**src/sv/tgarle_pkg.sv**
```systemverilog
// Shared types and constants for the TGA RLE pixel decoder.
// No dependencies.
`timescale 1ns / 1ps
`default_nettype none

package tgarle_pkg;

    localparam logic [1:0] CFG_BPP   = 2'd0;
    localparam logic [1:0] CFG_RLE   = 2'd1;
    localparam logic [1:0] CFG_TOTAL = 2'd2;

    localparam logic OP_PUSH = 1'b0;
    localparam logic OP_PULL = 1'b1;

    localparam logic [2:0] BPP_RESET = 3'd3;
    localparam logic [2:0] BPP_BGRA  = 3'd4;

    typedef struct packed {
        logic [7:0] red;
        logic [7:0] green;
        logic [7:0] blue;
        logic [7:0] alpha;
        logic       run_more;
        logic       image_last;
    } t_result;

endpackage

`default_nettype wire

```
**src/sv/tga_rle_pixel_decoder.sv**
```systemverilog
// TGA RLE pixel decoder: top level joining input register, decode core and result register.
// Depends on tgarle_pkg, tgarle_in_reg, tgarle_core, tgarle_out_reg.
//
// Usage:
//   Slave stream carries one request per beat: tuser = operation (0 push a
//   compressed byte, 1 pull the next pending run copy), tdata = data_byte.
//   Master stream carries decoded pixels: tdata = R,G,B,A from bit 0 up,
//   tuser = run_more, tlast = last pixel of the image.
//   Config port writes bytes_per_pixel (0), rle_mode (1), pixel_total (2);
//   write only while no request is in flight.
//   A pixel reaches the master side through the input register, then the
//   result register, after the request that completes it is accepted.
//   Throughput: one request per cycle unless the sink stalls; the decode
//   state is updated by a single pass of logic as the request leaves the
//   input register. Requests that produce no pixel pass through the same way.
//   Reset (synchronous, active low) clears the decode state and loads the
//   config defaults: 3 bytes per pixel, RLE on, one pixel.
//   When the sink stalls the result register holds, the input register
//   fills and o_s_tready drops until the sink takes the pixel.
`timescale 1ns / 1ps
`default_nettype none

module tga_rle_pixel_decoder
    import tgarle_pkg::*;
(
    input  wire logic        i_clk,
    input  wire logic        i_rst_n,
    input  wire logic        i_s_tvalid,
    output logic             o_s_tready,
    input  wire logic [7:0]  i_s_tdata,   // [7:0] data_byte
    input  wire logic        i_s_tuser,   // [0] operation
    output logic             o_m_tvalid,
    input  wire logic        i_m_tready,
    output logic [31:0]      o_m_tdata,   // [7:0] red, [15:8] green, [23:16] blue, [31:24] alpha
    output logic             o_m_tuser,   // [0] run_more
    output logic             o_m_tlast,
    input  wire logic        i_cfg_we,
    input  wire logic [1:0]  i_cfg_index,
    input  wire logic [31:0] i_cfg_data
);

    logic       in_valid;
    logic       in_op;
    logic [7:0] in_byte;
    logic       out_free;
    logic       advance;
    logic       load;
    logic       res_valid;
    t_result    res;
    t_result    out_res;

    assign advance    = in_valid && out_free;
    assign o_s_tready = !in_valid || out_free;
    assign load       = i_s_tvalid && o_s_tready;

    tgarle_in_reg u_in (
        .i_clk     (i_clk),
        .i_rst_n   (i_rst_n),
        .i_load    (load),
        .i_advance (advance),
        .i_op      (i_s_tuser),
        .i_byte    (i_s_tdata),
        .o_valid   (in_valid),
        .o_op      (in_op),
        .o_byte    (in_byte)
    );

    tgarle_core u_core (
        .i_clk       (i_clk),
        .i_rst_n     (i_rst_n),
        .i_cfg_we    (i_cfg_we),
        .i_cfg_index (i_cfg_index),
        .i_cfg_data  (i_cfg_data),
        .i_step      (advance),
        .i_op        (in_op),
        .i_byte      (in_byte),
        .o_res_valid (res_valid),
        .o_res       (res)
    );

    tgarle_out_reg u_out (
        .i_clk   (i_clk),
        .i_rst_n (i_rst_n),
        .i_load  (res_valid),
        .i_res   (res),
        .i_ready (i_m_tready),
        .o_free  (out_free),
        .o_valid (o_m_tvalid),
        .o_res   (out_res)
    );

    assign o_m_tdata = {out_res.alpha, out_res.blue, out_res.green, out_res.red};
    assign o_m_tuser = out_res.run_more;
    assign o_m_tlast = out_res.image_last;

endmodule

`default_nettype wire

```
**src/sv/tgarle_in_reg.sv**
```systemverilog
// Input register for the TGA RLE pixel decoder: holds one request until it advances.
// Depends on nothing but the clock and reset.
`timescale 1ns / 1ps
`default_nettype none

module tgarle_in_reg (
    input  wire logic       i_clk,
    input  wire logic       i_rst_n,
    input  wire logic       i_load,
    input  wire logic       i_advance,
    input  wire logic       i_op,
    input  wire logic [7:0] i_byte,
    output logic            o_valid,
    output logic            o_op,
    output logic [7:0]      o_byte
);

    logic       r_valid;
    logic       r_op;
    logic [7:0] r_byte;
    logic       n_valid;

    always_comb begin
        n_valid = r_valid;
        if (i_advance) begin
            n_valid = 1'b0;
        end
        if (i_load) begin
            n_valid = 1'b1;
        end
    end

    always_ff @(posedge i_clk) begin
        if (!i_rst_n) begin
            r_valid <= 1'b0;
        end else begin
            r_valid <= n_valid;
        end
    end

    always_ff @(posedge i_clk) begin
        if (i_load) begin
            r_op   <= i_op;
            r_byte <= i_byte;
        end
    end

    assign o_valid = r_valid;
    assign o_op    = r_op;
    assign o_byte  = r_byte;

endmodule

`default_nettype wire

```
**src/sv/tgarle_core.sv**
```systemverilog
// Decode state, configuration registers and per-request step logic.
// Depends on tgarle_pkg.
`timescale 1ns / 1ps
`default_nettype none

module tgarle_core
    import tgarle_pkg::*;
(
    input  wire logic        i_clk,
    input  wire logic        i_rst_n,
    input  wire logic        i_cfg_we,
    input  wire logic [1:0]  i_cfg_index,
    input  wire logic [31:0] i_cfg_data,
    input  wire logic        i_step,
    input  wire logic        i_op,
    input  wire logic [7:0]  i_byte,
    output logic             o_res_valid,
    output t_result          o_res
);

    logic [2:0]  r_bpp;
    logic        r_rle;
    logic [31:0] r_total;

    logic        r_expect_hdr;
    logic        r_is_run;
    logic [7:0]  r_left;
    logic [1:0]  r_slot;
    logic [31:0] r_hold;
    logic [31:0] r_done;

    logic        n_expect_hdr;
    logic        n_is_run;
    logic [7:0]  n_left;
    logic [1:0]  n_slot;
    logic [31:0] n_hold;
    logic [31:0] n_done;

    logic        wide;
    logic        pending;
    logic        finished;
    logic        last;
    logic        emit;
    logic        more;
    logic [31:0] done_inc;
    logic        slot_full;

    assign wide      = (r_bpp == BPP_BGRA);
    assign pending   = r_expect_hdr && r_is_run && (r_left != 8'd0);
    assign finished  = (r_done >= r_total);
    assign done_inc  = r_done + 32'd1;
    assign last      = (done_inc == r_total);
    assign slot_full = wide ? (r_slot == 2'd3) : (r_slot >= 2'd2);

    always_comb begin
        n_expect_hdr = r_expect_hdr;
        n_is_run     = r_is_run;
        n_left       = r_left;
        n_slot       = r_slot;
        n_hold       = r_hold;
        n_done       = r_done;
        emit         = 1'b0;
        more         = 1'b0;
        if (i_step && !finished) begin
            if (i_op == OP_PULL) begin
                if (pending) begin
                    n_left = r_left - 8'd1;
                    emit   = 1'b1;
                    more   = (n_left != 8'd0);
                end
            end else if (!pending) begin
                if (r_rle && r_expect_hdr) begin
                    n_is_run     = i_byte[7];
                    n_left       = i_byte[7] ? {1'b0, i_byte[6:0]}
                                             : ({1'b0, i_byte[6:0]} + 8'd1);
                    n_expect_hdr = 1'b0;
                    n_slot       = 2'd0;
                end else begin
                    case (r_slot)
                        2'd0:    n_hold = {24'd0, i_byte};
                        2'd1:    n_hold = {r_hold[31:16], i_byte, r_hold[7:0]};
                        2'd2:    n_hold = {r_hold[31:24], i_byte, r_hold[15:0]};
                        default: n_hold = {i_byte, r_hold[23:0]};
                    endcase
                    if (!slot_full) begin
                        n_slot = r_slot + 2'd1;
                    end else begin
                        n_slot = 2'd0;
                        emit   = 1'b1;
                        if (!r_rle) begin
                            more = 1'b0;
                        end else if (r_is_run) begin
                            n_expect_hdr = 1'b1;
                            more         = (r_left != 8'd0);
                        end else begin
                            n_left = r_left - 8'd1;
                            if (n_left == 8'd0) begin
                                n_expect_hdr = 1'b1;
                            end
                        end
                    end
                end
            end
            if (emit) begin
                n_done = done_inc;
                if (last) begin
                    n_left = 8'd0;
                end
            end
        end
    end

    always_ff @(posedge i_clk) begin
        if (!i_rst_n) begin
            r_bpp        <= BPP_RESET;
            r_rle        <= 1'b1;
            r_total      <= 32'd1;
            r_expect_hdr <= 1'b1;
            r_is_run     <= 1'b0;
            r_left       <= 8'd0;
            r_slot       <= 2'd0;
            r_hold       <= 32'd0;
            r_done       <= 32'd0;
        end else begin
            r_expect_hdr <= n_expect_hdr;
            r_is_run     <= n_is_run;
            r_left       <= n_left;
            r_slot       <= n_slot;
            r_hold       <= n_hold;
            r_done       <= n_done;
            if (i_cfg_we) begin
                case (i_cfg_index)
                    CFG_BPP:   r_bpp   <= i_cfg_data[2:0];
                    CFG_RLE:   r_rle   <= i_cfg_data[0];
                    CFG_TOTAL: r_total <= i_cfg_data;
                    default:   ;
                endcase
            end
        end
    end

    assign o_res_valid     = emit;
    assign o_res.red       = n_hold[23:16];
    assign o_res.green     = n_hold[15:8];
    assign o_res.blue      = n_hold[7:0];
    assign o_res.alpha     = wide ? n_hold[31:24] : 8'd0;
    assign o_res.run_more  = more && !last;
    assign o_res.image_last = last;

endmodule

`default_nettype wire

```
**src/sv/tgarle_out_reg.sv**
```systemverilog
// Result register for the TGA RLE pixel decoder: holds a pixel until the sink takes it.
// Depends on tgarle_pkg.
`timescale 1ns / 1ps
`default_nettype none

module tgarle_out_reg
    import tgarle_pkg::*;
(
    input  wire logic    i_clk,
    input  wire logic    i_rst_n,
    input  wire logic    i_load,
    input  wire t_result i_res,
    input  wire logic    i_ready,
    output logic         o_free,
    output logic         o_valid,
    output t_result      o_res
);

    logic    r_valid;
    t_result r_res;
    logic    n_valid;

    assign o_free = !r_valid || i_ready;

    always_comb begin
        n_valid = r_valid;
        if (i_ready) begin
            n_valid = 1'b0;
        end
        if (i_load) begin
            n_valid = 1'b1;
        end
    end

    always_ff @(posedge i_clk) begin
        if (!i_rst_n) begin
            r_valid <= 1'b0;
        end else begin
            r_valid <= n_valid;
        end
    end

    always_ff @(posedge i_clk) begin
        if (i_load) begin
            r_res <= i_res;
        end
    end

    assign o_valid = r_valid;
    assign o_res   = r_res;

endmodule

`default_nettype wire

```
**config.mk**
```make
export PLATFORM = sky130hd
export DESIGN_NAME = tga_rle_pixel_decoder
export DESIGN_NICKNAME = d
export VERILOG_FILES = /design/src/sv/tgarle_pkg.sv /design/src/sv/tga_rle_pixel_decoder.sv /design/src/sv/tgarle_in_reg.sv /design/src/sv/tgarle_core.sv /design/src/sv/tgarle_out_reg.sv
export SDC_FILE = /design/constraint.sdc
export NUM_CORES = 1
export LEC_CHECK = 0
export BUFFER_PORTS_ARGS = -buffer_cell sky130_fd_sc_hd__buf_4
export CAP_MARGIN = 20
export CORE_ASPECT_RATIO = 0.6
export CORE_UTILIZATION = 40
export CTS_BUF_LIST = sky130_fd_sc_hd__clkbuf_4 sky130_fd_sc_hd__clkbuf_8
export CTS_CLUSTER_SIZE = 30
export DETAILED_ROUTE_END_ITERATION = 10
export PLACE_DENSITY = 0.69
export RECOVER_POWER = 25
export SYNTH_ARGS = -nofsm -noshare
export SYNTH_HDL_FRONTEND = slang
export SYNTH_SLANG_ARGS = --single-unit
```
**constraint.sdc**
```tcl
create_clock -name i_clk -period 9.2 [get_ports i_clk]
set_clock_uncertainty 0.1 [all_clocks]
set_input_delay 0 -clock i_clk [delete_from_list [all_inputs] [get_ports i_clk]]
set_output_delay 0 -clock i_clk [all_outputs]
set_load 0.005 [all_outputs]
```
== After elaboration in Yosys (flattened, before gate mapping) ==
Cells that the tools add are included.

* Reduce and logical (&&, ||, !) cells: 30
* Equal/unequal tests: 7
* Order comparisons: 2
* Mux-type cells: 42
* $add $sub $neg: 4
* Bitwise gates (word level): 2

{| class="wikitable"
|+ Operators by type and width
! cell !! number
|-
| two-way mux 32 bit || 4
|-
| one-hot mux 32 bit (3 select lines) || 1
|-
| two-way mux 8 bit || 10
|-
| adder 32 x 1 -> 32 bit, second input constant || 1
|-
| == test 32 bit || 1
|-
| greater-or-equal comparator 32 bit || 1
|-
| two-way mux 1 bit || 25
|-
| nonzero test 8 bit || 2
|-
| adder 7 x 1 -> 8 bit, second input constant || 1
|-
| zero test 8 bit || 1
|-
| AND reduction 2 bit || 4
|-
| nonzero test 2 bit || 4
|-
| subtractor 8 x 1 -> 8 bit, second input constant || 1
|-
| logical AND 1 bit || 7
|-
| == test 2 bit, second input constant || 3
|-
| AND reduction 6 bit || 1
|-
| == test 2 x 1 -> 1 bit, second input constant || 2
|-
| zero test 1 bit || 4
|-
| zero test 2 bit || 2
|-
| two-way mux 2 bit || 2
|-
| AND reduction 4 bit || 1
|-
| == test 3 bit, second input constant || 1
|-
| AND reduction 3 bit || 1
|-
| nonzero test 3 bit || 1
|-
| other kinds (4) || 6
|}

* Logic and storage cells: 106
* Output and inout port bits: 36
* Register bits after elaboration: 157

== Longest topological paths before layout ==
Gate-level depths: netlist of run 1.

* Word-level depth: 9
* Mapped depth: 14
* Depth with buffers taken out: 13

== Cells and area by module ==
A second synthesis of run 1 with hierarchy kept.

* Cells, all modules: 963
* Area total of the unflattened synthesis: 8697.1 um^2

{| class="wikitable"
|+ By module, submodules not included
! module !! cells an instance !! seq. area each (um^2) !! times used !! area an instance (um^2)
|-
| tgarle_core || 910 || 2242.2 || 1 || 7285.7
|-
| tgarle_out_reg || 38 || 1041.0 || 1 || 1069.8
|-
| tgarle_in_reg || 12 || 290.3 || 1 || 311.5
|-
| tga_rle_pixel_decoder || 3 || 0.0 || 1 || 30.0
|}

== Worst setup path after synthesis of run 1 ==
Ideal clock, no wire load.

* Path kind: register to register
* From: register u_core.r_total[29]
* To: register u_core.r_done[11]
* Stages on the path, launching flop included: 14
* Library setup time: 0.115 ns
* Arrival: 3.583 ns
* Slack: 5.402 ns
* Period minus slack after synthesis: 3.798 ns
* Cells stage by stage: dfxtp_1 -> inv_1 -> ha_1 -> a21o_1 -> a21o_1 -> a2111oi_0 -> o221ai_1 -> a21oi_1 -> nand2b_1 -> inv_2 -> clkbuf_1 -> nand2_1 -> xnor2_1 -> and2_1

* Longest elaborated chain between the ends: 4

{| class="wikitable"
|+ Ends and longest elaborated chain
! item !! RTL line !! text
|-
| start, declared || tgarle_core.sv:23 || <nowiki>logic [31:0] r_total;</nowiki>
|-
| start signal, assigned || tgarle_core.sv:135 || <nowiki>CFG_TOTAL: r_total <= i_cfg_data;</nowiki>
|-
| greater-or-equal comparator 32 bit || tgarle_core.sv:50 || <nowiki>assign finished = (r_done >= r_total);</nowiki>
|-
| zero test 1 bit || tgarle_core.sv:64 || <nowiki>if (i_step && !finished) begin</nowiki>
|-
| logical AND 1 bit || tgarle_core.sv:64 ||
|-
| AND reduction 2 bit (no line) || n/a ||
|-
| end signal, assigned || tgarle_core.sv:130 || <nowiki>r_done <= n_done;</nowiki>
|-
| end, declared || tgarle_core.sv:30 || <nowiki>logic [31:0] r_done;</nowiki>
|}

Every way passes these cells.
A chain may end at the register's enable or synchronous reset.

==> results.sh, run 1 <==
export IMPL_status="finished, violations left"
export IMPL_violations="DRC, capacitance limit, slew limit"
export IMPL_r2r_setup_slack_ns=5.03
export IMPL_hold_depth=4
export IMPL_crit_fanout=95
export IMPL_synth_cell_types=72
export IMPL_avgSynthCellArea_um2=9.13
export IMPL_hold_start="i_cfg_we"
export IMPL_finalMaxSlewViolations=96
export IMPL_syn2layout_area_growth_pct=19.4
export IMPL_hold_path_end="u_core.r_bpp[2]"
export IMPL_cts_root_buf="clkbuf_8"
export IMPL_synth_main_ff_cell="dfxtp_1"
export IMPL_worst_path_buf_inv=3
export IMPL_drtPass1Iterations=8
export IMPL_crit_path_cell_trace="dlygate4sd3_1, clkbuf_1, clkbuf_1, nand3_1, nor2_1, a32o_1"
export IMPL_drc=8
export IMPL_power_leakage_nw=3.99
export IMPL_ys_ff_latch=157
export IMPL_r2r_start="u_core.r_left[3]"
export IMPL_port_buffers=83
export IMPL_pin_count=84
export IMPL_slowest_stage="clkbuf_1"
export IMPL_cpPeakStageDelay_ns=2.76
export IMPL_via_per_inst=5.44
export IMPL_syn_cell_area_mm2=0.00872
export IMPL_syn_num_nets=1044
export IMPL_diodes=0
export IMPL_h_tree_depth=4
export IMPL_num_vias=7377
export IMPL_fp_dieW_um=193
export IMPL_drive_gt1_frac=0.114
export IMPL_seq_area_frac_synth=0.410
export IMPL_yosys_warnings=0
export IMPL_globalplace_congestion=0.940
export IMPL_die_area_mm2=0.0224
export IMPL_initial_core_util=0.412
export IMPL_r2r_end="u_core.r_done[17]"
export IMPL_required_ns=9.49
export IMPL_finalSetupTns_ns=0
export IMPL_period_share=0.505
export IMPL_maxCapViolCount=1
export IMPL_yosysTopAreaCellShare=0.262
export IMPL_hold_violations=0
export IMPL_path_class="in -> reg"
export IMPL_dp_hpwl_mm=16.2
export IMPL_fillers=1979
export IMPL_synth_area_leaders="dfxtp_1 (26%), edfxtp_1 (15%), ha_1 (5.9%), nand2_1 (5.1%), xnor2_1 (4.5%)"
export IMPL_post_cts_resized=0
export IMPL_grt_pass1_wl_mm=36.3
export IMPL_rsz0062_at_grt="no"
export IMPL_nets=1153
export IMPL_worst_pin_slew_ns=3.83
export IMPL_power_density_mw_per_mm2=136
export IMPL_cts_tree="yes"
export IMPL_netlist_instances=955
export IMPL_fmaxAchievable_mhz=215
export IMPL_core_area_mm2=0.0212
export IMPL_endpoint_kind="flop"
export IMPL_setup_viol=0
export IMPL_grt_pass1_vias=6795
export IMPL_start_kind="primary input"
export IMPL_grt_max_degree=96
export IMPL_cts_buffers=17
export IMPL_slew_limit_headroom=-1.56
export IMPL_cp_top_family="buffers and inverters"
export IMPL_cts_sinks=157
export IMPL_synthArstFlopShare=0
export IMPL_path_common_cell="clkbuf_1"
export IMPL_ant_nets=0
export IMPL_routed_wirelength_mm=22.5
export IMPL_drt_iter0_drc=686
export IMPL_synth_edf_count=43
export IMPL_post_drt_wl_per_cell_um=16.6
export IMPL_synth_top_area_cell="dfxtp_1"
export IMPL_cts_buffer_depth=2
export IMPL_track_usage=0.209
export IMPL_grt_overflow_total=0
export IMPL_die_y_um=116
export IMPL_ir_drop_mv=0.0982
export IMPL_hold_path_class="in -> reg"
export IMPL_clkTransAtPathRegs_ns=0.08
export IMPL_antenna_found_initial=0
export IMPL_rows=41
export IMPL_whs_ns=0.0479
export IMPL_layout_min_cycle_time_ns=4.65
export IMPL_ff2ff_path_depth=11
export IMPL_cp_arrival_ns=4.94
export IMPL_worstSkewPairLatency_ns=0.46
==> placed cells by master (no fill, tap or decap), drive strengths merged, types with 28 or more instances in the layout <==
master	Yosys	routed
o21ai	31	31
nand3	38	38
dfxtp	114	114
a22o	32	32
nand4	28	28
xnor2	45	45
nand2	119	119
nor2	30	30
buf	15	43
inv	54	58
edfxtp	43	43
ha	41	41
and2	50	50
dlygate4sd3	0	58
clkbuf	42	63
a21boi	34	34
xor2	29	29
==> worst max path at each step <==
stage	startpoint	to	cells after the start
finish	i_rst_n	u_core.r_hold[24]	6
global route	i_rst_n	u_core.r_hold[27]	6
CTS	u_core.r_done[17]	u_core.r_done[17]	14
detailed placement	u_core.r_total[29]	u_core.r_done[21]	14
global placement	u_core.r_total[29]	u_core.r_done[21]	14
floorplan	u_core.r_total[29]	u_core.r_done[11]	13
==> stage by stage <==
stage,util,area (um2),instances,setup slack (ns),power [mW]
2_1_floorplan,-,8720,955,5.40,0.836
3_3_place_gp,0.448,9490,1266,5.06,0.883
3_5_place_dp,0.448,9490,1266,5.02,0.884
4_1_cts,0.494,10500,1356,5.02,1.42
5_1_grt,0.491,10400,1356,4.09,1.47
6_report,0.491,10400,1356,4.55,1.41
==> cells in the mapped netlist, drive strengths merged, types with 15 or more instances <==
master and count:
a21boi 34, a21oi 21, a22o 32, and2 50
buf 15, clkbuf 42, dfxtp 114, edfxtp 43
ha 41, inv 54, nand2 119, nand3 38
nand4 28, nor2 30, nor2b 18, nor3 22
o21ai 31, xnor2 45, xor2 29
==> area by class of cell <==
class	instances	area, um2	share of cell area
clock buffers	17	234	0.0225
clock inverters	15	163	0.0156
inverters	54	203	0.0195
multi-input cells	687	4700	0.451
flip-flops and latches	157	3570	0.343
well taps	279	349	0.0335
repair buffers	147	1190	0.115
==> report_power, final <==
group	internal, mW	total (mW)	switching (mW)	leakage [nW]
sequential	0.719	0.740	0.0209	1.32
clock	0.245	0.522	0.277	0.190
combinational	0.0723	0.150	0.0774	2.48
==> kinds of logic after synthesis <==
family,Yosys count,share of synthesized area
and+or+nand+nor,365,0.229
adders and majority gates,41,0.0588
muxes,8,0.00933
AOI/OAI and AO/OA,199,0.167
DFF,157,0.410
buffers and inverters,111,0.0515
xor gates and xnor gates,74,0.0743
==> state kept, by name (all words and copies together), names as in the netlist <==
register	count
u_out.o_res	34
u_core.r_done	32
u_core.r_hold	32
u_core.r_total	32
u_core.r_left	8
u_in.o_byte	8
u_core.r_bpp	3
u_core.r_slot	2
u_core.r_expect_hdr	1
u_core.r_is_run	1
u_core.r_rle	1
u_in.o_op	1
u_in.o_valid	1
u_out.o_valid	1
==> what timing repair did <==
action                                  4_1_cts  5_1_grt
hold endpoints to repair                     61        0
buffers inserted                              0        0
endpoints found under the setup margin        0        0
hold buffers                                 58        0
==> tightest hold or removal path: cells and delay by family <==
family | cells | cell delay [ns]
AND/OR/NAND/NOR | 2 | 0.27
multiplexers | 1 | 0.17
buffers and inverters | 1 | 0.12
==> per-layer routing <==
metal	track usage	wire length (um)	vias to the layer above
met5	0	0	-
met4	0.0567	253	0
met3	0.0538	1570	20
met2	0.284	8830	236
met1	0.321	11800	3522
li1	-	-	3599
(Power assumes the default switching activity.)
==> run 2, diff against run 1 <==
--- a/config.mk
+++ b/config.mk
@@ -12,7 +12,7 @@
 export CTS_BUF_LIST = sky130_fd_sc_hd__clkbuf_4 sky130_fd_sc_hd__clkbuf_8
 export CTS_CLUSTER_SIZE = 30
 export DETAILED_ROUTE_END_ITERATION = 10
-export PLACE_DENSITY = 0.69
+export PLACE_DENSITY = 0.71
 export RECOVER_POWER = 25
 export SYNTH_ARGS = -nofsm -noshare
 export SYNTH_HDL_FRONTEND = slang
==> constraint.sdc (replaced) <==
create_clock -name i_clk -period 3.82 [get_ports i_clk]
set_clock_uncertainty 0.1 [all_clocks]
set_input_delay 0 -clock i_clk [delete_from_list [all_inputs] [get_ports i_clk]]
set_output_delay 0 -clock i_clk [all_outputs]
set_load 0.005 [all_outputs]
==> run 2 against run 1 <==
  * The run still ends with DRC, capacitance limit, slew limit left
  * Design area is 1.2% higher
  * Clock power increased to 2.5 times the previous value
  * Largest power group unchanged
  * Setup slack got worse by 4.3 ns
  * First-iteration DRC count grew 17%
  * Power is 150% higher
  * Highest routed layer unchanged
==> results.sh, run 2 (synthesis gave the netlist of run 1 again) <==
export IMPL_path_common_cell="nor3_1"
export IMPL_setup_viol=0
export IMPL_final_common_cell="nand2_1"
export IMPL_track_usage=0.215
export IMPL_cts_buffer_depth=2
export IMPL_layout_min_cycle_time_ns=3.52
export IMPL_finalMaxSlewViolations=92
export IMPL_globalplace_congestion=0.973
export IMPL_clkTransAtPathRegs_ns=0.10
export IMPL_routed_wirelength_mm=23.3
export IMPL_power_leakage_nw=4.07
export IMPL_num_vias=7531
export IMPL_share_seq_of_total_power=0.513
export IMPL_grt_pass1_vias=6904
export IMPL_power_switching_mw=0.914
export IMPL_drive_gt1_frac=0.136
export IMPL_hold_violations=0
export IMPL_hold_path_class="in -> reg"
export IMPL_via_per_inst=5.51
export IMPL_nets=1165
export IMPL_rsz0062_at_grt="no"
export IMPL_pin_count=84
export IMPL_diodes=0
export IMPL_required_ns=3.93
export IMPL_combPwrFrac=0.106
export IMPL_cts_tree="yes"
export IMPL_finalSetupTns_ns=0
export IMPL_slowest_stage="dfxtp_1"
export IMPL_cts_sinks=157
export IMPL_violations="DRC, capacitance limit, slew limit"
export IMPL_worst_pin_slew_ns=1.62
export IMPL_pwr_share_clk=0.381
export IMPL_drtPass1Iterations=8
export IMPL_start_kind="flop"
export IMPL_crit_fanout=11
export IMPL_cp_arrival_ns=3.63
export IMPL_endpoint_kind="flop"
export IMPL_maxCapViolCount=1
export IMPL_period_share=0.923
export IMPL_ant_nets=0
export IMPL_grt_overflow_total=0
export IMPL_cpPeakStageDelay_ns=0.57
export IMPL_fmaxAchievable_mhz=284
export IMPL_placed_cell_area_mm2=0.00961
export IMPL_power_density_mw_per_mm2=330
export IMPL_worstSkewPairLatency_ns=0.48
export IMPL_grt_pass1_wl_mm=36.9
export IMPL_fillers=1981
export IMPL_stdcell_area_mm2=0.0105
export IMPL_cts_root_buf="clkbuf_8"
export IMPL_drt_iter0_drc=806
export IMPL_antenna_found_initial=0
export IMPL_port_buffers=83
export IMPL_swShare=0.263
export IMPL_die_area_mm2=0.0224
export IMPL_grt_max_degree=92
export IMPL_die_y_um=116
export IMPL_h_tree_depth=4
export IMPL_dp_hpwl_mm=16.5
export IMPL_final_cell_mix="nand2_1 (118), dfxtp_1 (114), buf_4 (61), inv_1 (53), dlygate4sd3_1 (53)"
export IMPL_crit_path_cell_trace="nand3_2, nor4_4, nand2_2, or3_1, a2111oi_4, nand4_2, nor3_1, nor3_1"
export IMPL_largest_reg_flops=34
export IMPL_drc=8
export IMPL_ir_drop_mv=0.217
export IMPL_post_drt_wl_per_cell_um=17.0
export IMPL_slew_limit_headroom=-0.0821
export IMPL_syn2layout_area_growth_pct=20.8
export IMPL_rows=41
export IMPL_cts_buffers=17
export IMPL_core_area_mm2=0.0212
export IMPL_path_class="reg -> reg"
export IMPL_seq_area_mm2=0.00357
export IMPL_fp_dieW_um=193
export IMPL_status="finished, violations left"
export IMPL_p_int_mw=2.56
export IMPL_multi_input_area_mm2=0.00470
export IMPL_initial_core_util=0.412
==> run 2: final timing paths <==
kind | startpoint | to | slack (ns) | cells past startpoint
worst max-delay path | u_core.r_done[6] | u_out.o_res[1] | 0.30 | 8
worst min-delay path | i_s_tdata[5] | u_in.o_byte[5] | 0.15 | 2
worst max register to register | u_core.r_done[6] | u_out.o_res[1] | 0.30 | 8
worst min register to register | u_core.r_total[25] | u_core.r_total[25] | 0.40 | 2
==> run 2: worst max-delay path: cells and delay by family, from the launching register on <==
kind / cells / cell delay (ns)
AO/OA/AOI/OAI: 1 / 0.37
flip-flops: 1 / 0.57
AND/OR/NAND/NOR: 7 / 2.23
==> run 2: layout make-up <==
cell class	instances	area share
Clock buffer	17	0.0222
Timing Repair Buffer	159	0.122
Multi-Input combinational cell	687	0.446
Sequential cell	157	0.339
Tap cell	279	0.0331
Clock inverter	15	0.0173
Inverter	54	0.0192
==> run 2: through the flow <==
step | setup WS (ns) | utilization | total power, mW | hold slack [ns] | std cells
6_report | 0.295 | 0.497 | 3.48 | 0.153 | 1368
5_1_grt | 0.104 | 0.497 | 3.63 | 0.123 | 1368
4_1_cts | 0.250 | 0.498 | 3.50 | 0.111 | 1367
3_5_place_dp | 0.252 | 0.454 | 2.14 | 0.0794 | 1282
3_3_place_gp | 0.331 | 0.454 | 2.13 | 0.0798 | 1282
2_1_floorplan | 0.0221 | - | 2.01 | -0.00113 | 955
==> run 2: repair_timing <==
action / 4_1_cts / 5_1_grt
setup endpoints to repair: 0 / 7
hold buffers: 53 / 0
endpoints found under the hold margin: 48 / 0
gates resized for setup: 0 / 1
buffers inserted: 0 / 1
==> run 2: power groups by stage <==
stage	Clock, mW	Combinational (mW)	Sequential [mW]
floorplan	0	0.224	1.79
global placement	0	0.312	1.82
detailed placement	0	0.317	1.82
CTS	1.36	0.361	1.78
global route	1.44	0.401	1.79
finish	1.33	0.367	1.78
==> run 2: routing by layer <==
layer	track usage	up-vias	wire, um
met2	0.286	293	9100
met3	0.0685	31	2040
met4	0.0541	0	322
met1	0.328	3573	11900
li1	-	3634	-
met5	0	-	0
